===== src/hdl/bidol_pkg.sv =====
package bidol_pkg;

    // List geometry
    localparam int MAX_ENTRIES = 64;
    localparam int PTR_W       = $clog2(MAX_ENTRIES);
    localparam int CNT_W       = $clog2(MAX_ENTRIES + 1);
    localparam int ID_W        = 8;
    localparam int COUNT_OUT_W = 7;

    // Operation codes carried on s_tuser
    typedef enum logic [1:0] {
        FN_PUSH  = 2'd0,
        FN_POP   = 2'd1,
        FN_TOUCH = 2'd2,
        FN_NOP   = 2'd3
    } func_t;

    // Result status carried on m_tuser
    typedef enum logic [1:0] {
        STAT_OK        = 2'd0,
        STAT_EMPTY     = 2'd1,
        STAT_NOT_FOUND = 2'd2,
        STAT_FULL      = 2'd3
    } status_t;

    // Sequencer states
    typedef enum logic [2:0] {
        S_IDLE,
        S_SEARCH,
        S_SHIFT,
        S_HEAD_RD,
        S_HEAD_LAT,
        S_RESULT
    } state_t;

endpackage


===== src/hdl/buffer_id_order_list_unit.sv =====
// Ordered list of buffer frame ids, used as a free-frame FIFO or an LRU order.
// Input channel s_*: one item per operation; s_tuser selects push, pop,
// touch (move id to tail) or no-op, s_tdata carries the frame id.
// Output channel m_*: exactly one result item per input item, in order;
// m_tuser is the status, m_tdata the popped/moved id, head id, head valid
// and entry count after the operation.
// The list lives in a circular buffer in one RAM with registered read,
// addressed from a head pointer; a cached head id serves pop results.
// Push and pop refresh the cached head id with a RAM read before the result
// (a pop that empties the list skips the read); a dropped push, a no-op and
// a pop or touch on an empty list go straight to the result. A touch scans
// the RAM one entry per cycle from the head, then on a match shifts the
// entries behind it down one per cycle through the same RAM ports; it also
// refreshes the head id before its result. One item is in work
// at a time; s_tready is high while the sequencer is idle.
// A finished result waits in the output register, so the next item is
// accepted while the receiver stalls; that item halts only when its own
// result is ready and the previous one has not been taken.
// Reset (aresetn low, synchronous) empties the list and drops any pending
// result; no clearing pass is needed since only occupied slots are read.
module buffer_id_order_list_unit
    import bidol_pkg::*;
(
    input  logic        aclk,
    input  logic        aresetn,
    input  logic        s_tvalid,
    output logic        s_tready,
    input  logic [7:0]  s_tdata,   // [7:0] buffer_id
    input  logic [1:0]  s_tuser,   // [1:0] func
    output logic        m_tvalid,
    input  logic        m_tready,
    output logic [23:0] m_tdata,   // [7:0] result_id, [15:8] head_id,
                                   // [16] head_valid, [23:17] entry_count
    output logic [1:0]  m_tuser    // [1:0] status
);

    state_t                 state_reg, state_next;
    logic [PTR_W-1:0]       head_reg, head_next;
    logic [CNT_W-1:0]       cnt_reg, cnt_next;
    logic [ID_W-1:0]        head_id_reg, head_id_next;
    logic [ID_W-1:0]        id_reg, id_next;
    status_t                status_reg, status_next;
    logic [ID_W-1:0]        result_reg, result_next;
    logic [CNT_W-1:0]       off_reg, off_next;
    logic                   pend_reg, pend_next;
    logic [CNT_W-1:0]       pend_off_reg, pend_off_next;

    logic                   m_valid_reg, m_valid_next;
    status_t                m_status_reg, m_status_next;
    logic [ID_W-1:0]        m_result_reg, m_result_next;
    logic [ID_W-1:0]        m_head_reg, m_head_next;
    logic                   m_hvalid_reg, m_hvalid_next;
    logic [COUNT_OUT_W-1:0] m_count_reg, m_count_next;

    logic                   ram_we;
    logic [PTR_W-1:0]       ram_waddr;
    logic [ID_W-1:0]        ram_wdata;
    logic                   ram_re;
    logic [PTR_W-1:0]       ram_raddr;
    logic [ID_W-1:0]        ram_rdata;

    // Map a list position to a RAM slot, wrapping around the buffer
    function automatic logic [PTR_W-1:0] slot_addr(input logic [PTR_W-1:0] base,
                                                   input logic [CNT_W-1:0] off);
        logic [CNT_W:0] sum;
        sum = (CNT_W+1)'(base) + (CNT_W+1)'(off);
        if (sum >= (CNT_W+1)'(MAX_ENTRIES)) begin
            sum = sum - (CNT_W+1)'(MAX_ENTRIES);
        end
        return PTR_W'(sum);
    endfunction

    bidol_ram #(
        .WIDTH (ID_W),
        .DEPTH (MAX_ENTRIES)
    ) u_order_ram (
        .aclk  (aclk),
        .we    (ram_we),
        .waddr (ram_waddr),
        .wdata (ram_wdata),
        .re    (ram_re),
        .raddr (ram_raddr),
        .rdata (ram_rdata)
    );

    // State and control registers
    always_ff @(posedge aclk) begin
        if (!aresetn) begin
            state_reg   <= S_IDLE;
            head_reg    <= '0;
            cnt_reg     <= '0;
            head_id_reg <= '0;
            pend_reg    <= 1'b0;
            m_valid_reg <= 1'b0;
        end else begin
            state_reg   <= state_next;
            head_reg    <= head_next;
            cnt_reg     <= cnt_next;
            head_id_reg <= head_id_next;
            pend_reg    <= pend_next;
            m_valid_reg <= m_valid_next;
        end
    end

    // Payload registers
    always_ff @(posedge aclk) begin
        id_reg       <= id_next;
        status_reg   <= status_next;
        result_reg   <= result_next;
        off_reg      <= off_next;
        pend_off_reg <= pend_off_next;
        m_status_reg <= m_status_next;
        m_result_reg <= m_result_next;
        m_head_reg   <= m_head_next;
        m_hvalid_reg <= m_hvalid_next;
        m_count_reg  <= m_count_next;
    end

    // Sequencer: operation start, search, shift, head refresh, result
    always_comb begin
        state_next    = state_reg;
        head_next     = head_reg;
        cnt_next      = cnt_reg;
        head_id_next  = head_id_reg;
        id_next       = id_reg;
        status_next   = status_reg;
        result_next   = result_reg;
        off_next      = off_reg;
        pend_next     = pend_reg;
        pend_off_next = pend_off_reg;
        m_valid_next  = m_valid_reg && !m_tready;
        m_status_next = m_status_reg;
        m_result_next = m_result_reg;
        m_head_next   = m_head_reg;
        m_hvalid_next = m_hvalid_reg;
        m_count_next  = m_count_reg;
        ram_we        = 1'b0;
        ram_waddr     = head_reg;
        ram_wdata     = s_tdata;
        ram_re        = 1'b0;
        ram_raddr     = head_reg;
        s_tready      = 1'b0;

        unique case (state_reg)
            S_IDLE: begin
                s_tready = 1'b1;
                if (s_tvalid) begin
                    id_next     = s_tdata;
                    status_next = STAT_OK;
                    result_next = '0;
                    unique case (func_t'(s_tuser))
                        FN_PUSH: begin
                            if (cnt_reg == CNT_W'(MAX_ENTRIES)) begin
                                status_next = STAT_FULL;
                                state_next  = S_RESULT;
                            end else begin
                                // append at the tail
                                ram_we     = 1'b1;
                                ram_waddr  = slot_addr(head_reg, cnt_reg);
                                ram_wdata  = s_tdata;
                                cnt_next   = cnt_reg + 1'b1;
                                state_next = S_HEAD_RD;
                            end
                        end
                        FN_POP: begin
                            if (cnt_reg == '0) begin
                                status_next = STAT_EMPTY;
                                state_next  = S_RESULT;
                            end else begin
                                // return cached head, advance the head pointer
                                result_next = head_id_reg;
                                head_next   = (head_reg == PTR_W'(MAX_ENTRIES - 1)) ?
                                              '0 : head_reg + 1'b1;
                                cnt_next    = cnt_reg - 1'b1;
                                state_next  = S_HEAD_RD;
                            end
                        end
                        FN_TOUCH: begin
                            if (cnt_reg == '0) begin
                                status_next = STAT_NOT_FOUND;
                                state_next  = S_RESULT;
                            end else begin
                                off_next   = '0;
                                pend_next  = 1'b0;
                                state_next = S_SEARCH;
                            end
                        end
                        FN_NOP: begin
                            state_next = S_RESULT;
                        end
                    endcase
                end
            end

            S_SEARCH: begin
                // compare the entry read last cycle while reading the next one
                if (pend_reg && ram_rdata == id_reg) begin
                    result_next = id_reg;
                    off_next    = pend_off_reg + 1'b1;
                    pend_next   = 1'b0;
                    state_next  = S_SHIFT;
                end else if (pend_reg && pend_off_reg == cnt_reg - 1'b1) begin
                    status_next = STAT_NOT_FOUND;
                    pend_next   = 1'b0;
                    state_next  = S_HEAD_RD;
                end else if (off_reg < cnt_reg) begin
                    ram_re        = 1'b1;
                    ram_raddr     = slot_addr(head_reg, off_reg);
                    pend_next     = 1'b1;
                    pend_off_next = off_reg;
                    off_next      = off_reg + 1'b1;
                end else begin
                    pend_next = 1'b0;
                end
            end

            S_SHIFT: begin
                // move each entry behind the match one position toward the head
                if (pend_reg) begin
                    ram_we    = 1'b1;
                    ram_waddr = slot_addr(head_reg, pend_off_reg - 1'b1);
                    ram_wdata = ram_rdata;
                end
                if (off_reg < cnt_reg) begin
                    ram_re        = 1'b1;
                    ram_raddr     = slot_addr(head_reg, off_reg);
                    pend_next     = 1'b1;
                    pend_off_next = off_reg;
                    off_next      = off_reg + 1'b1;
                end else begin
                    pend_next = 1'b0;
                    if (!pend_reg) begin
                        // place the touched id at the tail
                        ram_we     = 1'b1;
                        ram_waddr  = slot_addr(head_reg, cnt_reg - 1'b1);
                        ram_wdata  = id_reg;
                        state_next = S_HEAD_RD;
                    end
                end
            end

            S_HEAD_RD: begin
                // refresh the cached head id
                if (cnt_reg == '0) begin
                    head_id_next = '0;
                    state_next   = S_RESULT;
                end else begin
                    ram_re     = 1'b1;
                    ram_raddr  = head_reg;
                    state_next = S_HEAD_LAT;
                end
            end

            S_HEAD_LAT: begin
                head_id_next = ram_rdata;
                state_next   = S_RESULT;
            end

            S_RESULT: begin
                // hold until the output register is free
                if (!m_valid_reg || m_tready) begin
                    m_valid_next  = 1'b1;
                    m_status_next = status_reg;
                    m_result_next = result_reg;
                    m_head_next   = head_id_reg;
                    m_hvalid_next = (cnt_reg != '0);
                    m_count_next  = COUNT_OUT_W'(cnt_reg);
                    state_next    = S_IDLE;
                end
            end

            default: begin
                state_next = S_IDLE;
            end
        endcase
    end

    assign m_tvalid = m_valid_reg;
    assign m_tuser  = m_status_reg;
    assign m_tdata  = {m_count_reg, m_hvalid_reg, m_head_reg, m_result_reg};

`ifndef SYNTHESIS
    // Count never exceeds the list depth
    a_cnt_bound: assert property (@(posedge aclk) disable iff (!aresetn)
        cnt_reg <= CNT_W'(MAX_ENTRIES))
        else $error("entry count above list depth");

    // Count changes only when an item is accepted
    a_cnt_stable: assert property (@(posedge aclk) disable iff (!aresetn)
        !(s_tvalid && s_tready) |=> $stable(cnt_reg))
        else $error("entry count changed outside an accept");

    // Accepted push into a non-full list adds one entry
    a_push_cnt: assert property (@(posedge aclk) disable iff (!aresetn)
        (s_tvalid && s_tready && s_tuser == FN_PUSH && cnt_reg != CNT_W'(MAX_ENTRIES))
        |=> cnt_reg == $past(cnt_reg) + 1'b1)
        else $error("push did not add an entry");

    // Reported head valid agrees with reported count
    a_head_valid: assert property (@(posedge aclk) disable iff (!aresetn)
        m_tvalid |-> (m_tdata[16] == (m_tdata[23:17] != '0)))
        else $error("head valid disagrees with entry count");
`endif

endmodule


===== src/hdl/bidol_ram.sv =====
module bidol_ram #(
    parameter int WIDTH = 8,
    parameter int DEPTH = 64
) (
    input  logic                     aclk,
    input  logic                     we,
    input  logic [$clog2(DEPTH)-1:0] waddr,
    input  logic [WIDTH-1:0]         wdata,
    input  logic                     re,
    input  logic [$clog2(DEPTH)-1:0] raddr,
    output logic [WIDTH-1:0]         rdata
);

    logic [WIDTH-1:0] mem [DEPTH];

    // Write port and registered read port
    always_ff @(posedge aclk) begin
        if (we) begin
            mem[waddr] <= wdata;
        end
        if (re) begin
            rdata <= mem[raddr];
        end
    end

endmodule


===== config.mk =====
export PLATFORM = sky130hd
export DESIGN_NAME = buffer_id_order_list_unit
export DESIGN_NICKNAME = d
export VERILOG_FILES = /design/src/hdl/bidol_pkg.sv /design/src/hdl/buffer_id_order_list_unit.sv /design/src/hdl/bidol_ram.sv
export SDC_FILE = /design/constraint.sdc
export NUM_CORES = 1
export LEC_CHECK = 0
export BUFFER_PORTS_ARGS = -buffer_cell sky130_fd_sc_hd__buf_2
export CAP_MARGIN = 30
export CORE_MARGIN = 5
export CORE_UTILIZATION = 45
export CTS_CLUSTER_DIAMETER = 30
export DETAILED_ROUTE_END_ITERATION = 16
export PLACE_DENSITY = 0.56
export SYNTH_ARGS = -nofsm -noshare
export SYNTH_HDL_FRONTEND = slang
export SYNTH_SLANG_ARGS = --single-unit
export TNS_END_PERCENT = 1

===== constraint.sdc =====
create_clock -name aclk -period 17.9 [get_ports aclk]
set_clock_uncertainty 0.05 [all_clocks]
set_input_delay 2.685 -clock aclk [delete_from_list [all_inputs] [get_ports aclk]]
set_output_delay 2.685 -clock aclk [all_outputs]
set_load 0.01 [all_outputs]

==> impl_results.rst <==
.. list-table::
   :header-rows: 1

   * - Metric
     - Value
   * - Setup slack of the critical path after layout
     - around 11 ns
   * - Period utilization
     - a little under two fifths
   * - Worst endpoint required time
     - 18.26 ns
   * - Met3 wirelength from detailed routing
     - ~3700 µm
   * - Via count of the first global-routing pass
     - around 16000
   * - Gate count of the mapped netlist
     - 1701
   * - Detailed-route wire length per cell
     - 24.9 µm
   * - Count of nets left with antenna violations after detail routing
     - 0
   * - Cts repair resizes
     - 0
   * - Start point of the critical path
     - cnt_reg[0]
   * - Result of the run
     - finished clean
   * - TritonCTS Sinks
     - between 600 and 700
   * - FF-to-FF End
     - u_order_ram.rdata[7]
   * - Dominant cells by area after synthesis
     - edfxtp_1, mux2i_1, mux2_2
   * - Cell type with the largest total area after synthesis
     - edfxtp_1
   * - Critical Path AT
     - around 7 ns
   * - Number of nets in the finished design
     - approximately 1900
   * - Met2 wire len
     - ~32000 µm
   * - TritonCTS clock tree
     - done
   * - Setup slack after placement
     - 11.39 ns
   * - Depth of the worst register-to-register path
     - 15
   * - Layout Cell Area excl Fill
     - around 31000 µm²
   * - DR top layer
     - met4
   * - Number of H-tree branching levels
     - 3
   * - Cts bufs inserted
     - between 100 and 150
   * - Cts hold-fix bufs
     - 0
   * - Max-Slew Margin vs Limit
     - around 27%
   * - Number of synthesized flops with an enable pin
     - approximately 580
   * - Total global routing overflow
     - 0
   * - Largest net degree at the start of global routing
     - between 150 and 200
   * - Startpoint of the worst-slack reg-to-reg timing path
     - cnt_reg[0]
   * - Die boundary height
     - 250 µm
   * - Register cell area after layout
     - roughly 18000 µm²
   * - Measured slew at the worst slew-check pin
     - between 1 and 1.5 ns
   * - Register bank with the most flops
     - u_order_ram.mem
   * - Initial antenna violation count
     - 0
   * - Die Outline Area
     - 62700 µm²
   * - Most used standard cells in the synthesized netlist
     - edfxtp_1, nor2_1, mux2i_1, mux2_2, o22ai_1
   * - Count of fill cells added during filler insertion
     - roughly 4700
   * - Critical path start-end classification
     - register to register
   * - Leading cell type by number of instances after synthesis
     - edfxtp_1
   * - Crit start category
     - register
   * - Number of setup buffers added after CTS
     - 0
   * - Count of placed standard cells including taps
     - 2455
   * - YS warnings
     - 0
   * - Cell Count, Final, Fillers Out
     - 2678
   * - Layout cells sized above 1
     - between 20% and 30%
   * - Endpoint kind of the worst setup timing path
     - register
   * - Clock-pin slew on the worst setup and hold paths
     - ~0.050 ns
   * - Count of port buffers added during placement
     - about 40
   * - Max-capacitance violation count
     - 0
   * - First-pass GRT wire length
     - approximately 100000 µm
   * - Multi-input gate area
     - between 7000 and 8000 µm²
   * - # DRC
     - 0
   * - Worst setup slack for register-to-register paths
     - ~11 ns
   * - Mean instance size in the synthesized netlist
     - 15.3 µm²
   * - Post-synthesis to final-layout area growth
     - 20.0%
   * - Floorplan Core Area
     - about 57000 µm²
   * - Syn_nets
     - ~1800
   * - # rows
     - between 80 and 90
   * - Antenna fix cells
     - 0
   * - Skew-Pair Late Insertion Delay
     - about 0.65 ns
   * - Setup repair after global routing missed its margin
     - false
   * - Estimated wirelength of the detail-placed design
     - between 40000 and 50000 µm
   * - Wirelength, routed
     - roughly 67000 µm
   * - Final Util
     - 54.3%
   * - Length of the first detailed-routing pass in iterations
     - 6
   * - Final critical-path required period
     - about 6.6 ns
   * - Number of distinct library cells after synthesis
     - 72
   * - Primary FF master, synth
     - edfxtp_1
   * - Vias
     - between 15000 and 20000
   * - Wire length on met1
     - 29600 µm
   * - Starting density of the core
     - 45.3%
   * - Global router's overall resource usage
     - a little over a fifth
   * - Synth Register Bits
     - about 600
   * - I/O pins
     - 42
   * - Power per cell area
     - approximately 170 nW/µm²
   * - Final-report hold violation count
     - 0
   * - Post-placement cell area
     - 27200 µm²
   * - Max reg flops
     - between 500 and 600
   * - Largest fanout on the critical path
     - between 150 and 200
   * - Final setup violation count
     - 0
   * - Register area share after synthesis
     - between 60 and 70%
   * - Post-Synthesis Cell Area
     - around 26000 µm²
   * - Cell at the root of the clock tree
     - clkbuf_16
   * - Endpoint of the worst setup timing path
     - u_order_ram.rdata[7]
   * - Hold_sp
     - result_reg[0]
   * - Worst voltage drop across the vdd grid
     - 0.000119 V
   * - Vias per inst
     - 5.77
   * - Horiz. Die Dim
     - around 250 µm
   * - Maximum count of clock buffers along a single path
     - 3
   * - Worst min-delay path category
     - register to register
   * - Leakage power total
     - 11.3 nW
   * - Max-slew violation count
     - 0
   * - Fmax
     - approximately 150 MHz
   * - Global placement routability congestion
     - just over 0.8
   * - Async SR Flop Fraction
     - 0%
   * - Proportion of netlist area held by the largest area contributor
     - around 67%
   * - Final total negative setup slack
     - 0 ns
   * - DR iter-0 viols
     - 1309
-- critical path, stage by stage, from the launching register on --
cell and delay [ns]:
dfxtp_1 0.65, inv_1 0.22, ha_1 0.30, xor2_1 0.28, nor2_1 0.09, nor4b_2 0.38
o2111ai_2 0.44, a311oi_4 0.37, buf_12 0.71, buf_4 0.77, nor2_1 0.14, buf_4 0.31
a2111oi_0 0.92, buf_4 0.24, nor3_1 0.06, a21o_1 0.20
-- power breakdown --
part | total (mW) | leakage (nW) | switching, mW | internal [mW]
combinational | 1.11 | 4.00 | 0.773 | 0.342
clock | 2.16 | 1.91 | 0.720 | 1.44
sequential | 1.91 | 5.41 | 0.0809 | 1.83
total | 5.19 | 11.3 | 1.57 | 3.61
-- final cells by class --
cell class,count,share of cell area [%]
Multi-Input combinational cell,980,24.8
Clock inverter,85,2.81
Tap cell,765,3.07
Sequential cell,604,57.3
Timing Repair Buffer,87,1.80
Clock buffer,137,9.99
Inverter,20,0.241
-- logic make-up (layout without fill, tap and decap cells) --
family,count (synthesis),after routing,share of synthesized area [%]
and+or+nand+nor,315,315,5.90
buffers and inverters,117,329,2.23
xor gates and xnor gates,64,64,2.26
muxes,237,237,9.63
AOI/OAI and AO/OA,327,327,9.35
DFF,604,604,68.7
adders and majority gates,37,37,1.90
-- placed cells by master, fill, tap and decap left out, types with 26 or more instances in the layout --
master     count
edfxtp_1     578
nor2_1       138
mux2i_1      133
clkbuf_16    121
mux2_2        68
o22ai_1       64
nand2_1       48
buf_4         43
buf_2         42
xnor2_1       40
a21oi_1       38
ha_1          33
mux2_1        32
a22oi_1       27
dfxtp_1       26
-- worst min-delay path by stage --
stage                                 end  cells past startpoint
after floorplan           m_result_reg[0]                      0
after global placement    m_result_reg[1]                      0
after detailed placement       m_tuser[1]                      0
after CTS                 m_result_reg[0]                      0
after global routing           m_tuser[1]                      0
final                     m_result_reg[0]                      0
-- stage by stage --
step                hold slack, ns  power [mW]
floorplan                    0.350        2.61
global placement             0.356        3.04
detailed placement           0.359        3.06
CTS                          0.360        5.22
global route                 0.372        5.39
finish                       0.361        5.19
-- routing by layer --
metal	up-vias	global-route usage (%)
li1	6993	-
met1	7876	29.4
met2	477	33.0
met3	112	4.18
met4	0	6.47
met5	-	0
(Power assumes the default switching activity.)
